### src/hw/rtl/lss_pkg.sv
// ----------------------------------------------------------------------------
// lss_pkg: shared types and constants of the token scanner
// States, token classes, record slot type and character class helpers.
// ----------------------------------------------------------------------------
package lss_pkg;

	localparam int LINE_BITS  = 16;
	localparam int WORD_COUNT = 16;
	localparam int MAX_REC    = 5;
	localparam int REC_IDX_W  = 3;

	typedef enum logic [4:0] {
		S_START    = 5'd0,
		S_MINUS    = 5'd1,
		S_CMT1     = 5'd2,
		S_CMT2     = 5'd3,
		S_LINECMT  = 5'd4,
		S_BLOCK    = 5'd5,
		S_BLOCKEND = 5'd6,
		S_IDENT    = 5'd7,
		S_STRING   = 5'd8,
		S_ESCAPE   = 5'd9,
		S_ZEROS    = 5'd10,
		S_INT      = 5'd11,
		S_FRAC1    = 5'd12,
		S_FRAC     = 5'd13,
		S_EXP1     = 5'd14,
		S_EXPSIGN  = 5'd15,
		S_EXPZERO  = 5'd16,
		S_EXPDIG   = 5'd17,
		S_DOT      = 5'd18,
		S_CMP      = 5'd19,
		S_TILDE    = 5'd20
	} scan_state_t;

	typedef enum logic [1:0] {
		RM_NONE  = 2'd0,
		RM_DELIM = 2'd1,
		RM_QUOTE = 2'd2,
		RM_SPARE = 2'd3
	} recovery_t;

	localparam logic [3:0] C_IDENT = 4'd0;
	localparam logic [3:0] C_KEY   = 4'd1;
	localparam logic [3:0] C_LOGIC = 4'd2;
	localparam logic [3:0] C_NIL   = 4'd3;
	localparam logic [3:0] C_INT   = 4'd4;
	localparam logic [3:0] C_REAL  = 4'd5;
	localparam logic [3:0] C_STR   = 4'd6;
	localparam logic [3:0] C_OP    = 4'd7;
	localparam logic [3:0] C_END   = 4'd8;

	typedef struct packed {
		logic       kind;
		logic [7:0] attr;
		logic [3:0] cls;
		logic       err;
	} rec_t;

	typedef struct packed {
		scan_state_t state;
		recovery_t   rmode;
		logic        real_seen;
		logic [15:0] word_match;
		logic [3:0]  word_pos;
		logic [9:0]  esc_acc;
		logic [1:0]  esc_digits;
	} scan_regs_t;

	function automatic logic is_space(input logic [7:0] c);
		return c == 8'd32 || (c >= 8'd9 && c <= 8'd13);
	endfunction

	function automatic logic is_digit(input logic [7:0] c);
		return c >= "0" && c <= "9";
	endfunction

	function automatic logic is_alpha(input logic [7:0] c);
		return (c >= "a" && c <= "z") || (c >= "A" && c <= "Z");
	endfunction

	function automatic logic is_delim(input logic [7:0] c);
		logic r;
		r = is_space(c);
		case (c) inside
			"+", "*", "/", "^", "(", ")", ";", ",", ".", "=", "<", ">", "~", "#", "%": r = 1'b1;
			default: ;
		endcase
		return r;
	endfunction

	function automatic logic [3:0] word_len(input logic [3:0] w);
		logic [3:0] r;
		case (w)
			4'd0, 4'd1: r = 4'd2;
			4'd2, 4'd3, 4'd5, 4'd9: r = 4'd4;
			4'd4, 4'd7, 4'd8, 4'd10, 4'd14: r = 4'd5;
			4'd6, 4'd15: r = 4'd3;
			4'd11: r = 4'd8;
			default: r = 4'd6;
		endcase
		return r;
	endfunction

	// Keyword character at a position; zero past the end of the word.
	function automatic logic [7:0] word_char(input logic [3:0] w, input logic [3:0] p);
		logic [63:0] s;
		logic [7:0] r;
		case (w)
			4'd0:  s = "do";
			4'd1:  s = "if";
			4'd2:  s = "then";
			4'd3:  s = "else";
			4'd4:  s = "local";
			4'd5:  s = "true";
			4'd6:  s = "end";
			4'd7:  s = "while";
			4'd8:  s = "false";
			4'd9:  s = "read";
			4'd10: s = "write";
			4'd11: s = "function";
			4'd12: s = "return";
			4'd13: s = "repeat";
			4'd14: s = "until";
			default: s = "nil";
		endcase
		r = 8'd0;
		if (p < word_len(w)) r = s[8*(word_len(w) - p) - 1 -: 8];
		return r;
	endfunction

endpackage

### src/hw/rtl/lss_core.sv
// ----------------------------------------------------------------------------
// lss_core: next-state and record logic of the scanner
// Combinational: one byte, the scanner registers in; new registers and up to
// five records out. A terminating byte is scanned a second time here.
// ----------------------------------------------------------------------------
module lss_core
	import lss_pkg::*;
(
	input  logic [7:0]           char_code,
	input  logic                 end_of_input,
	input  scan_regs_t           cur,
	output scan_regs_t           nxt,
	output rec_t [MAX_REC-1:0]   recs,
	output logic [REC_IDX_W-1:0] nrec
);

	// Working copies shared by the scan block and its helpers.
	scan_regs_t r;
	logic [7:0] c;
	logic       e;

	function automatic void push(input rec_t x);
		if (nrec < REC_IDX_W'(MAX_REC)) begin
			recs[nrec] = x;
			nrec = nrec + 1'b1;
		end
	endfunction

	function automatic void push_attr(input logic [7:0] b);
		rec_t x;
		x = '0;
		x.attr = b;
		push(x);
	endfunction

	function automatic void push_end(input logic [3:0] cls, input logic err);
		rec_t x;
		x = '0;
		x.kind = 1'b1;
		x.cls = cls;
		x.err = err;
		push(x);
		r.state = S_START;
		r.real_seen = 1'b0;
		r.esc_digits = 2'd0;
	endfunction

	function automatic logic fail_delim();
		push_end(C_IDENT, 1'b1);
		if (!is_delim(c)) r.rmode = RM_DELIM;
		return is_delim(c);
	endfunction

	function automatic void fail_quote();
		push_end(C_IDENT, 1'b1);
		if (c != "\"") r.rmode = RM_QUOTE;
	endfunction

	function automatic void match_upd();
		for (int i = 0; i < WORD_COUNT; i++)
			if (r.word_pos >= word_len(4'(i)) || word_char(4'(i), r.word_pos) != c)
				r.word_match[i] = 1'b0;
		if (r.word_pos != 4'd15) r.word_pos = r.word_pos + 4'd1;
	endfunction

	always_comb begin
		logic again;
		logic go;
		logic [3:0] wcls;
		logic [9:0] acc;
		c = char_code;
		e = end_of_input;
		r = cur;
		recs = '0;
		nrec = '0;
		go = 1'b1;
		again = 1'b0;
		wcls = C_IDENT;
		acc = '0;

		// Recovery modes drop bytes before any scanning.
		case (r.rmode)
			RM_DELIM: begin
				if (!e && !is_delim(c)) go = 1'b0;
				else begin
					r.rmode = RM_NONE;
					r.state = S_START;
				end
			end
			RM_QUOTE: begin
				go = 1'b0;
				if (e || c == "\"") begin
					r.rmode = RM_NONE;
					r.state = S_START;
				end
				if (e) go = 1'b1;
			end
			RM_SPARE: r.rmode = RM_NONE;
			default: ;
		endcase

		for (int pass = 0; pass < 2; pass++) begin
			again = 1'b0;
			if (go) begin
				case (r.state)
					S_MINUS: begin
						if (!e && c == "-") r.state = S_CMT1;
						else begin
							push_attr("-");
							push_end(C_OP, 1'b0);
							again = 1'b1;
						end
					end
					S_CMT1, S_CMT2: begin
						if (e) push_end(C_END, 1'b0);
						else if (c == "[") r.state = (r.state == S_CMT1) ? S_CMT2 : S_BLOCK;
						else if (c == 8'd10) r.state = S_START;
						else r.state = S_LINECMT;
					end
					S_LINECMT: begin
						if (e) push_end(C_END, 1'b0);
						else if (c == 8'd10) r.state = S_START;
					end
					S_BLOCK, S_BLOCKEND: begin
						if (e) push_end(C_END, 1'b1);
						else if (c == "]") r.state = (r.state == S_BLOCK) ? S_BLOCKEND : S_START;
						else r.state = S_BLOCK;
					end
					S_IDENT: begin
						if (!e && (is_alpha(c) || is_digit(c) || c == "_")) begin
							match_upd();
							push_attr(c);
						end else begin
							wcls = C_IDENT;
							for (int i = WORD_COUNT - 1; i >= 0; i--)
								if (r.word_match[i] && word_len(4'(i)) == r.word_pos)
									wcls = (i == 5 || i == 8) ? C_LOGIC :
									       (i == 15) ? C_NIL : C_KEY;
							push_end(wcls, 1'b0);
							again = 1'b1;
						end
					end
					S_STRING: begin
						if (e) push_end(C_END, 1'b1);
						else if (c == "\"") push_end(C_STR, 1'b0);
						else if (c == "\\") begin
							r.state = S_ESCAPE;
							r.esc_digits = 2'd0;
						end else if (c == 8'd0) fail_quote();
						else push_attr(c);
					end
					S_ESCAPE: begin
						acc = 10'(r.esc_acc * 10) + 10'(c - "0");
						if (e) push_end(C_END, 1'b1);
						else if (r.esc_digits == 2'd1) begin
							if (is_digit(c)) begin
								r.esc_acc = acc;
								r.esc_digits = 2'd2;
							end else fail_quote();
						end else if (r.esc_digits == 2'd2) begin
							if (!is_digit(c)) again = fail_delim();
							else begin
								r.esc_acc = acc;
								push_attr(acc[7:0]);
								r.esc_digits = 2'd0;
								r.state = S_STRING;
							end
						end else begin
							r.esc_digits = 2'd0;
							if (c == "n") begin
								push_attr(8'd10);
								r.state = S_STRING;
							end else if (c == "t") begin
								push_attr(8'd9);
								r.state = S_STRING;
							end else if (c == "\\" || c == "\"") begin
								push_attr(c);
								r.state = S_STRING;
							end else if (is_digit(c)) begin
								r.esc_acc = 10'(c - "0");
								r.esc_digits = 2'd1;
							end else fail_quote();
						end
					end
					S_ZEROS: begin
						if (!e && c == "0") ;
						else if (!e && is_digit(c)) begin
							push_attr(c);
							r.state = S_INT;
						end else if (!e && c == ".") begin
							push_attr("0");
							push_attr(c);
							r.state = S_FRAC1;
						end else if (!e && (c == "e" || c == "E")) begin
							push_attr("0");
							push_attr(c);
							r.state = S_EXP1;
						end else begin
							push_attr("0");
							push_end(C_INT, 1'b0);
							again = 1'b1;
						end
					end
					S_INT: begin
						if (!e && c == ".") begin
							push_attr(c);
							r.state = S_FRAC1;
						end else if (!e && (c == "e" || c == "E")) begin
							push_attr(c);
							r.state = S_EXP1;
						end else if (!e && is_digit(c)) push_attr(c);
						else begin
							push_end(C_INT, 1'b0);
							again = 1'b1;
						end
					end
					S_FRAC1: begin
						if (e) push_end(C_END, 1'b1);
						else if (is_digit(c)) begin
							push_attr(c);
							r.state = S_FRAC;
						end else again = fail_delim();
					end
					S_FRAC: begin
						if (!e && (c == "e" || c == "E")) begin
							push_attr(c);
							r.real_seen = 1'b1;
							r.state = S_EXP1;
						end else if (!e && is_digit(c)) push_attr(c);
						else begin
							push_end(C_REAL, 1'b0);
							again = 1'b1;
						end
					end
					S_EXP1, S_EXPSIGN: begin
						if (e) push_end(C_END, 1'b1);
						else if (r.state == S_EXP1 && (c == "+" || c == "-")) begin
							push_attr(c);
							r.state = S_EXPSIGN;
						end else if (c == "0") r.state = S_EXPZERO;
						else if (is_digit(c)) begin
							push_attr(c);
							r.state = S_EXPDIG;
						end else again = fail_delim();
					end
					S_EXPZERO: begin
						if (!e && c == "0") ;
						else if (!e && is_digit(c)) begin
							push_attr(c);
							r.state = S_EXPDIG;
						end else begin
							push_attr("0");
							push_end(r.real_seen ? C_REAL : C_INT, 1'b0);
							again = 1'b1;
						end
					end
					S_EXPDIG: begin
						if (!e && is_digit(c)) push_attr(c);
						else begin
							push_end(r.real_seen ? C_REAL : C_INT, 1'b0);
							again = 1'b1;
						end
					end
					S_DOT: begin
						if (e) push_end(C_END, 1'b1);
						else if (c == ".") begin
							push_attr(c);
							push_end(C_OP, 1'b0);
						end else again = fail_delim();
					end
					S_CMP: begin
						if (!e && c == "=") begin
							push_attr(c);
							push_end(C_OP, 1'b0);
						end else begin
							push_end(C_OP, 1'b0);
							again = 1'b1;
						end
					end
					S_TILDE: begin
						if (e) push_end(C_END, 1'b1);
						else if (c == "=") begin
							push_attr(c);
							push_end(C_OP, 1'b0);
						end else again = fail_delim();
					end
					default: begin
						r.state = S_START;
						r.real_seen = 1'b0;
						if (e) push_end(C_END, 1'b0);
						else if (is_space(c)) ;
						else if (c == "-") r.state = S_MINUS;
						else if (is_alpha(c) || c == "_") begin
							r.word_match = '1;
							r.word_pos = '0;
							match_upd();
							push_attr(c);
							r.state = S_IDENT;
						end else if (c == "\"") begin
							r.state = S_STRING;
							r.esc_digits = 2'd0;
						end else if (c == "0") r.state = S_ZEROS;
						else if (is_digit(c)) begin
							push_attr(c);
							r.state = S_INT;
						end else begin
							case (c) inside
								"+", "*", "/", "^", "(", ")", ";", ",", "#", "%": begin
									push_attr(c);
									push_end(C_OP, 1'b0);
								end
								".": begin
									push_attr(c);
									r.state = S_DOT;
								end
								"=", "<", ">": begin
									push_attr(c);
									r.state = S_CMP;
								end
								"~": begin
									push_attr(c);
									r.state = S_TILDE;
								end
								default: push_end(C_IDENT, 1'b1);
							endcase
						end
					end
				endcase
			end
			go = again;
		end
		nxt = r;
	end

endmodule

### src/hw/rtl/lua_subset_token_scanner.sv
// ----------------------------------------------------------------------------
// lua_subset_token_scanner: byte-serial token scanner
// Skips whitespace and comments, reports attribute bytes and token classes.
// ----------------------------------------------------------------------------
//  channel  | handshake           | payload
//  in       | in_valid/in_ready   | char_code, end_of_input
//  out      | out_valid/out_ready | record_kind, attr_byte, token_class,
//           |                     | error_flag, line_number, last
//
// A byte is scanned in the cycle it is accepted; its records (up to five) go
// to a record buffer and leave one per cycle while out_ready is high. Most
// bytes give at most one record, so the input then takes one byte per cycle;
// a byte that gives more holds the input until its last record leaves. Reset
// puts the scanner in the start state at line one with an empty buffer.
module lua_subset_token_scanner
	import lss_pkg::*;
(
	input  logic       clk,
	input  logic       arst_n,
	input  logic       in_valid,
	output logic       in_ready,
	input  logic [7:0] char_code,
	input  logic       end_of_input,
	output logic       out_valid,
	input  logic       out_ready,
	output logic       record_kind,
	output logic [7:0] attr_byte,
	output logic [3:0] token_class,
	output logic       error_flag,
	output logic [15:0] line_number,
	output logic       last
);

	scan_regs_t           regs_q, regs_nxt;
	logic [LINE_BITS-1:0] line_q, line_nxt;
	rec_t [MAX_REC-1:0]   recs, buf_q;
	logic [REC_IDX_W-1:0] nrec, cnt_q, rd_q;
	logic [LINE_BITS-1:0] bline_q;
	logic                 take, pop, at_last;

	lss_core u_core (
		.char_code    (char_code),
		.end_of_input (end_of_input),
		.cur          (regs_q),
		.nxt          (regs_nxt),
		.recs         (recs),
		.nrec         (nrec)
	);

	assign out_valid = cnt_q != '0;
	assign at_last   = rd_q == cnt_q - 1'b1;
	assign pop       = out_valid && out_ready;
	// The buffer is free when empty or when its last beat leaves this cycle.
	assign in_ready  = !out_valid || (pop && at_last);
	assign take      = in_valid && in_ready;

	always_comb begin
		line_nxt = line_q;
		if (!end_of_input && char_code == 8'd10 && line_q != '1) line_nxt = line_q + 1'b1;
	end

	always_ff @(posedge clk or negedge arst_n) begin
		if (!arst_n) begin
			regs_q <= '{state: S_START, rmode: RM_NONE, real_seen: 1'b0,
			            word_match: '1, word_pos: '0, esc_acc: '0, esc_digits: '0};
			line_q <= LINE_BITS'(1);
			cnt_q  <= '0;
			rd_q   <= '0;
		end else if (take) begin
			regs_q <= regs_nxt;
			line_q <= line_nxt;
			cnt_q  <= nrec;
			rd_q   <= '0;
		end else if (pop) begin
			if (at_last) cnt_q <= '0;
			rd_q <= rd_q + 1'b1;
		end
	end

	always_ff @(posedge clk) begin
		if (take) begin
			buf_q   <= recs;
			bline_q <= line_nxt;
		end
	end

	always_comb begin
		rec_t cur;
		cur = buf_q[rd_q];
		record_kind = cur.kind;
		attr_byte   = cur.attr;
		token_class = cur.cls;
		error_flag  = cur.err;
		line_number = bline_q[15:0];
		last        = at_last;
	end

endmodule

### config.mk
export PLATFORM = sky130hd
export DESIGN_NAME = lua_subset_token_scanner
export DESIGN_NICKNAME = d
export VERILOG_FILES = /design/src/hw/rtl/lss_pkg.sv /design/src/hw/rtl/lss_core.sv /design/src/hw/rtl/lua_subset_token_scanner.sv
export SDC_FILE = /design/constraint.sdc
export NUM_CORES = 1
export LEC_CHECK = 0
export BUFFER_PORTS_ARGS = -buffer_cell sky130_fd_sc_hd__buf_2
export CAP_MARGIN = 20
export CORE_MARGIN = 5
export CORE_UTILIZATION = 46
export DETAILED_ROUTE_END_ITERATION = 12
export GPL_TIMING_DRIVEN = 0
export PLACE_DENSITY_LB_ADDON = 0.12
export SETUP_SLACK_MARGIN = 0.3
export SLEW_MARGIN = 15
export SYNTH_ARGS = -nofsm -noshare
export SYNTH_HDL_FRONTEND = slang
export SYNTH_SLANG_ARGS = --single-unit
### constraint.sdc
create_clock -name clk -period 13.8 [get_ports clk]
set_input_delay 2.07 -clock clk [delete_from_list [all_inputs] [get_ports clk]]
set_output_delay 2.07 -clock clk [all_outputs]
set_load 0.02 [all_outputs]
==> results of run 1 <==
-- worst register-to-register path: stages (launching register included) --
cell	delay, ns
dfrtp_1	0.39
clkbuf_1	0.21
or3b_2	0.50
clkbuf_1	0.24
nor2_1	0.41
nand2_1	0.30
nor2_1	0.21
and3_1	0.30
clkbuf_1	0.35
nand2_1	0.27
a22oi_1	0.31
inv_1	0.11
ha_1	0.29
ha_1	0.14
inv_1	0.05
fa_1	0.47
inv_1	0.04
ha_1	0.26
a21oi_1	0.07
xnor2_1	0.40
nand2_1	0.14
o31ai_1	0.25
a21oi_1	0.15
a2111oi_0	0.82
nor2_1	0.13
a311oi_1	0.47
-- path summary, 6_finish.rpt --
kind | endpoint | start | cells after the start
worst max-delay path | buf_q[53] | char_code[4] | 31
worst min-delay path | regs_q[26] | regs_q[26] | 2
worst max register to register | buf_q[53] | regs_q[37] | 25
worst min register to register | regs_q[26] | regs_q[26] | 2
max in group asynchronous | regs_q[23] | arst_n | 2
min in group asynchronous | regs_q[6] | arst_n | 1
-- registers in the layout, indices dropped and copies added, names as in the netlist --
register     flops
rd_q             3
cnt_q            3
line_number     16
buf_q           67
regs_q          37
line_q          16
-- area by class of cell --
type | count | area share, %
Multi-Input combinational cell | 1631 | 62.5
Sequential cell | 142 | 23.9
Buffer | 161 | 3.99
Tap cell | 442 | 3.31
Clock buffer | 19 | 2.65
Timing Repair Buffer | 47 | 1.74
Inverter | 53 | 1.19
Clock inverter | 13 | 0.734
Antenna cell | 1 | 0.0150
-- stage by stage --
stage	cells	hold WS, ns	util (%)	total power [mW]	cell area (um^2)
final	2509	0.499	51.2	4.11	16700
after floorplan	1987	0.459	-	2.56	15300
after global routing	2508	0.511	51.2	4.30	16700
after CTS	2508	0.497	51.2	3.99	16700
after detailed placement	2476	0.486	49.5	3.52	16100
after global placement	2473	0.476	49.2	3.49	16100
-- cells in the final DEF, fill, tap and decap left out, drive strengths merged, types with 20 or more instances in the layout --
master  synthesis  final
nor3           61     61
xor2           28     28
o21ai         152    152
and3           29     29
nand4          25     25
nor2          195    195
edfxtp         83     83
nor2b          24     24
inv            52     61
clkbuf        109    128
o21a           20     20
buf            52     99
a21o           26     26
nor4           20     20
nand2         206    206
a21oi         152    152
ha             63     63
a31oi          38     38
o22ai          33     33
dfrtp          42     42
xnor2          41     41
nand2b         28     28
o31ai          27     27
mux2i          33     33
nand3          73     73
-- power by group through the flow --
stage	sequential, mW	clock [mW]	combinational [mW]
finish	0.677	0.471	2.96
global route	0.689	0.489	3.12
CTS	0.677	0.473	2.84
detailed placement	0.685	0	2.83
global placement	0.698	0	2.79
floorplan	0.690	0	1.87
-- logic make-up after synthesis --
kind of cell	share of synthesized area, %
simple gates	24.9
mux	3.57
other cells	0.0246
flops	26.2
compound gates	29.9
xor+xnor	4.11
fa+ha+maj	5.63
buf+inv	5.67
-- routing by layer --
metal / part of all wire [%] / vias up / GRT usage, % / wire length (um)
li1: - / 7548 / - / -
met1: 40 / 8275 / 53.6 / 28700
met2: 41 / 1442 / 56.0 / 29700
met3: 14 / 277 / 9.60 / 9900
met4: 5.4 / 0 / 17.3 / 3880
met5: 0 / - / 0 / 0
==> flow_metrics.tcl, run 1 <==
set metrics [dict create \
    status "complete, no violations" \
    rows 66 \
    dieArea_mm2 0.0369 \
    max_slew.worst_pin.slew_ns 1.20 \
    firstDrtPassIters 6 \
    yosysTopAreaCell "edfxtp_1" \
    cts_tree "yes" \
    initial_core_util_pct 46.7 \
    endpoint_kind "register" \
    routedWlPerCell_um 28.8 \
    h-tree-depth 4 \
    cpMaxStageDelayCell "a2111oi_0" \
    swShare_pct 57.3 \
    crit_buf_inv 9 \
    place.gp.congestion 1.10 \
    viasPerCell 6.99 \
    vias 17500 \
    wl_mm 72.2 \
    clk-insertion-delay-late_ns 0.46 \
    async_reset_ff_share_pct 41.5 \
    io_pins 46 \
    r2r_setup_slack_ns 6.27 \
    die_h_um 192 \
    critPathKind "in -> reg" \
    cts-root-buf "clkbuf_16" \
    skew_ns 0.0236 \
    synth_area_leaders "edfxtp_1, dfrtp_1, ha_1" \
    hold_viol_final 0 \
    slew_violations 0 \
    critPathLaunchType "input pin" \
    slew_headroom_pct 20.2 \
    p_leak_nw 6.40 \
    crit_top_cell "ha_1" \
    clk_transition_reported_paths_ns 0.07 \
    power.internal_mw 1.76 \
    min_period_ns 10.40 \
    grt-ovfl-total 0 \
    ys_warn_count 0 \
    multi_input_area_mm2 0.0104 \
    first_global_vias 16200 \
    netlist_area_mm2 0.0152 \
    synth_top_area_share_pct 16.4 \
    dpl.hpwl_mm 55.0 \
    synth_seq_area_share_pct 26.2 \
    cts-buffers-inserted 17 \
    area_growth_pct 9.60 \
    pwr-share-comb_pct 72.1 \
    yosysMostFrequentCell "nand2_1" \
    pwr-share-seq_pct 16.5 \
    p_sw_mw 2.35 \
    synth_commonest_cells "nand2_1, nor2_1, a21oi_1, o21ai_0, clkbuf_1" \
    slowest_delay_ns 0.81 \
    drv_cap 0 \
    worstPathArrival_ns 10.59 \
    required_ns 13.99 \
    syn_avg_cell_area_um2 7.71 \
    cp_max_fo 12 \
    post_cts_resized 0 \
    rsz0062_at_grt "false" \
    hold_path.class "reg -> reg" \
    synth_edf_count 83 \
    drive_gt1_share_pct 9.24 \
    ant_nets 0 \
    drt_iter0_markers 2834 \
    period_share_pct 75.4 \
    ys_ff_latch 142 \
    grt_antenna_before_repair 1 \
    grt_pass1_wl_mm 106 \
    dp_slack_ns 3.32 \
    ys.flop_type "edfxtp_1" \
    ir_worst_vdd_mv 0.190 \
    synth.distinct_cells 111 \
    synthCells 1977 \
    max_freq_mhz 96.2 \
    setup_viol 0 \
    regArea_mm2 0.00399 \
    fp.dieW_um 192 \
    ctsHoldBuffers 0 \
    fin_ws_ns 3.40 \
    fin_tns_setup_ns 0 \
    n_fill_cell 3256 \
    groute.usage.overall_pct 38.4 \
    crit_family "compound AO/OA/AOI/OAI gates" \
    remaining_drc_errors 0 \
    cts_setup_buffers 0 \
    pwr-share-clk_pct 11.5 \
    p_per_area_mw_per_mm2 246 \
    io_buffers 44 \
    grt_max_degree 44 \
    clockBufferDepth 2 \
    cts_sinks 142 \
    core_area_mm2 0.0326 \
    layout.nets 2132 \
]
Power figures use the tool's default switching activity.
==> run 2: changes to the inputs <==
==> constraint.sdc (replaced) <==
create_clock -name clk -period 10.05 [get_ports clk]
set_input_delay 1.5075 -clock clk [delete_from_list [all_inputs] [get_ports clk]]
set_output_delay 1.5075 -clock clk [all_outputs]
set_load 0.02 [all_outputs]
==> run 2 against run 1 <==
Setup slack got worse by 2.8 ns. Clock-buffer cell count unchanged. Combinational power up 38%. Largest power group unchanged. Highest routed layer unchanged.
==> flow_metrics.tcl, run 2 (same netlist as run 1, synthesis figures left out) <==
set metrics [dict create \
    status "complete, no violations" \
    hold_path.class "reg -> reg" \
    grt_pass1_wl_mm 106 \
    groute.usage.overall_pct 38.4 \
    io_pins 46 \
    clk_transition_reported_paths_ns 0.07 \
    firstDrtPassIters 6 \
    required_ns 10.25 \
    cts_tree "yes" \
    vias 17500 \
    remaining_drc_errors 0 \
    slew_violations 0 \
    whs_ns 0.499 \
    ir_worst_vdd_mv 0.258 \
    max_slew.worst_pin.slew_ns 1.24 \
    max_freq_mhz 106 \
    setup_viol 0 \
    drt_iter0_markers 2925 \
    pwr-share-comb_pct 72.2 \
    hold_viol_final 0 \
    clk-insertion-delay-late_ns 0.46 \
    rsz0062_at_grt "false" \
    viasPerCell 6.99 \
    core_area_mm2 0.0326 \
    die_h_um 192 \
    slowest_delay_ns 0.69 \
    fin_tns_setup_ns 0 \
    clockBufferDepth 2 \
    min_period_ns 9.46 \
    h-tree-depth 4 \
    cts-buffers-inserted 17 \
    critPathKind "in -> reg" \
    routedWlPerCell_um 28.8 \
    p_per_area_mw_per_mm2 338 \
    largest_register_ffs 67 \
    power.internal_mw 2.41 \
    p_leak_nw 6.40 \
    grt_antenna_before_repair 1 \
    utilization_pct 51.2 \
    cp_max_fo 12 \
    first_global_vias 16200 \
    wl_mm 72.3 \
    layout.nets 2132 \
    cpMaxStageDelayCell "a2111oi_1" \
    fp.dieW_um 192 \
    fin_area_mm2 0.0167 \
    n_fill_cell 3252 \
    grt_max_degree 44 \
    layout_common_cells "nand2_1, nor2_1, a21oi_1" \
    io_buffers 44 \
    endpoint_kind "register" \
    slew_headroom_pct 17.6 \
    skew_ns 0.0230 \
    ant_nets 0 \
    pwr-share-clk_pct 11.4 \
    cts_setup_buffers 0 \
    finalPower_mw 5.65 \
    cts_sinks 142 \
    dieArea_mm2 0.0369 \
    dpl.hpwl_mm 55.0 \
    pwr-share-seq_pct 16.5 \
    p_sw_mw 3.24 \
    grt-ovfl-total 0 \
    critPathLaunchType "input pin" \
    area_growth_pct 9.63 \
    cts-root-buf "clkbuf_16" \
    crit_top_cell "ha_1" \
    initial_core_util_pct 46.7 \
    place.gp.congestion 1.10 \
    regMostFlops "buf_q" \
    place_area_mm2 0.0161 \
    swShare_pct 57.3 \
    rows 66 \
    top_regs "buf_q (67), regs_q (37)" \
    final_common_cell "nand2_1" \
    drive_gt1_share_pct 9.34 \
    worstPathArrival_ns 9.66 \
    period_share_pct 94.2 \
    drv_cap 0 \
]
==> run 2: changes by cell type in the layout (fill, tap and decap cells not counted), sizes merged <==
cell / before / now
clkinv: 4 / 5
inv: 61 / 60
==> run 2: final cells by class <==
class                           count  area [um^2]  area share, %
Inverter                           53          200           1.20
Tap cell                          442          553           3.31
Sequential cell                   142         3990           23.9
Multi-Input combinational cell   1631        10400           62.5
Antenna cell                        1         2.50         0.0150
Clock inverter                     13          123          0.734
Buffer                            161          669           4.01
Clock buffer                       19          443           2.65
Timing Repair Buffer               47          290           1.74
==> run 2: path summary, 6_finish.rpt <==
path	start	to	slack, ns	depth (start not counted)
max in group asynchronous	arst_n	regs_q[23]	8.47	2
hold reg to reg	regs_q[26]	regs_q[26]	0.50	2
setup / recovery	char_code[4]	buf_q[53]	0.59	31
min in group asynchronous	arst_n	regs_q[6]	0.94	1
hold / removal	regs_q[26]	regs_q[26]	0.50	2
setup reg to reg	regs_q[37]	buf_q[53]	2.65	25
==> run 2: critical path, delay by kind of cell <==
kind                     cells  cell delay, ns
AO/OA/AOI/OAI                9            2.75
buffers and inverters        9            1.89
AND/OR/NAND/NOR              7            1.70
XOR/XNOR                     1            0.39
adder cells (fa/ha/maj)      5            1.38
==> run 2: power by group through the flow <==
stage | sequential [mW] | combinational [mW] | clock (mW)
detailed placement | 0.940 | 3.89 | 0
global route | 0.946 | 4.29 | 0.672
CTS | 0.929 | 3.90 | 0.650
global placement | 0.958 | 3.84 | 0
floorplan | 0.947 | 2.56 | 0
finish | 0.930 | 4.08 | 0.644
==> run 2: what timing repair did <==
action | CTS | global route
resized for setup | 0 | 6
hold buffers | 0 | 0
setup endpoints to repair | 0 | 1
==> run 2: layer usage <==
metal  wire length (um)  vias up  GRT usage (%)
met2              29500     1308           56.0
met3               9660      292           9.60
li1                   -     7563              -
met4               4070        0           17.3
met5                  0        -              0
met1              29000     8364           53.6
==> run 2: per-stage QoR <==
stage                     setup slack, ns  instances
after floorplan                      2.85       1987
after global placement             -0.175       2473
after detailed placement            0.135       2476
after CTS                           0.578       2508
after global routing                0.385       2508
final                               0.586       2509
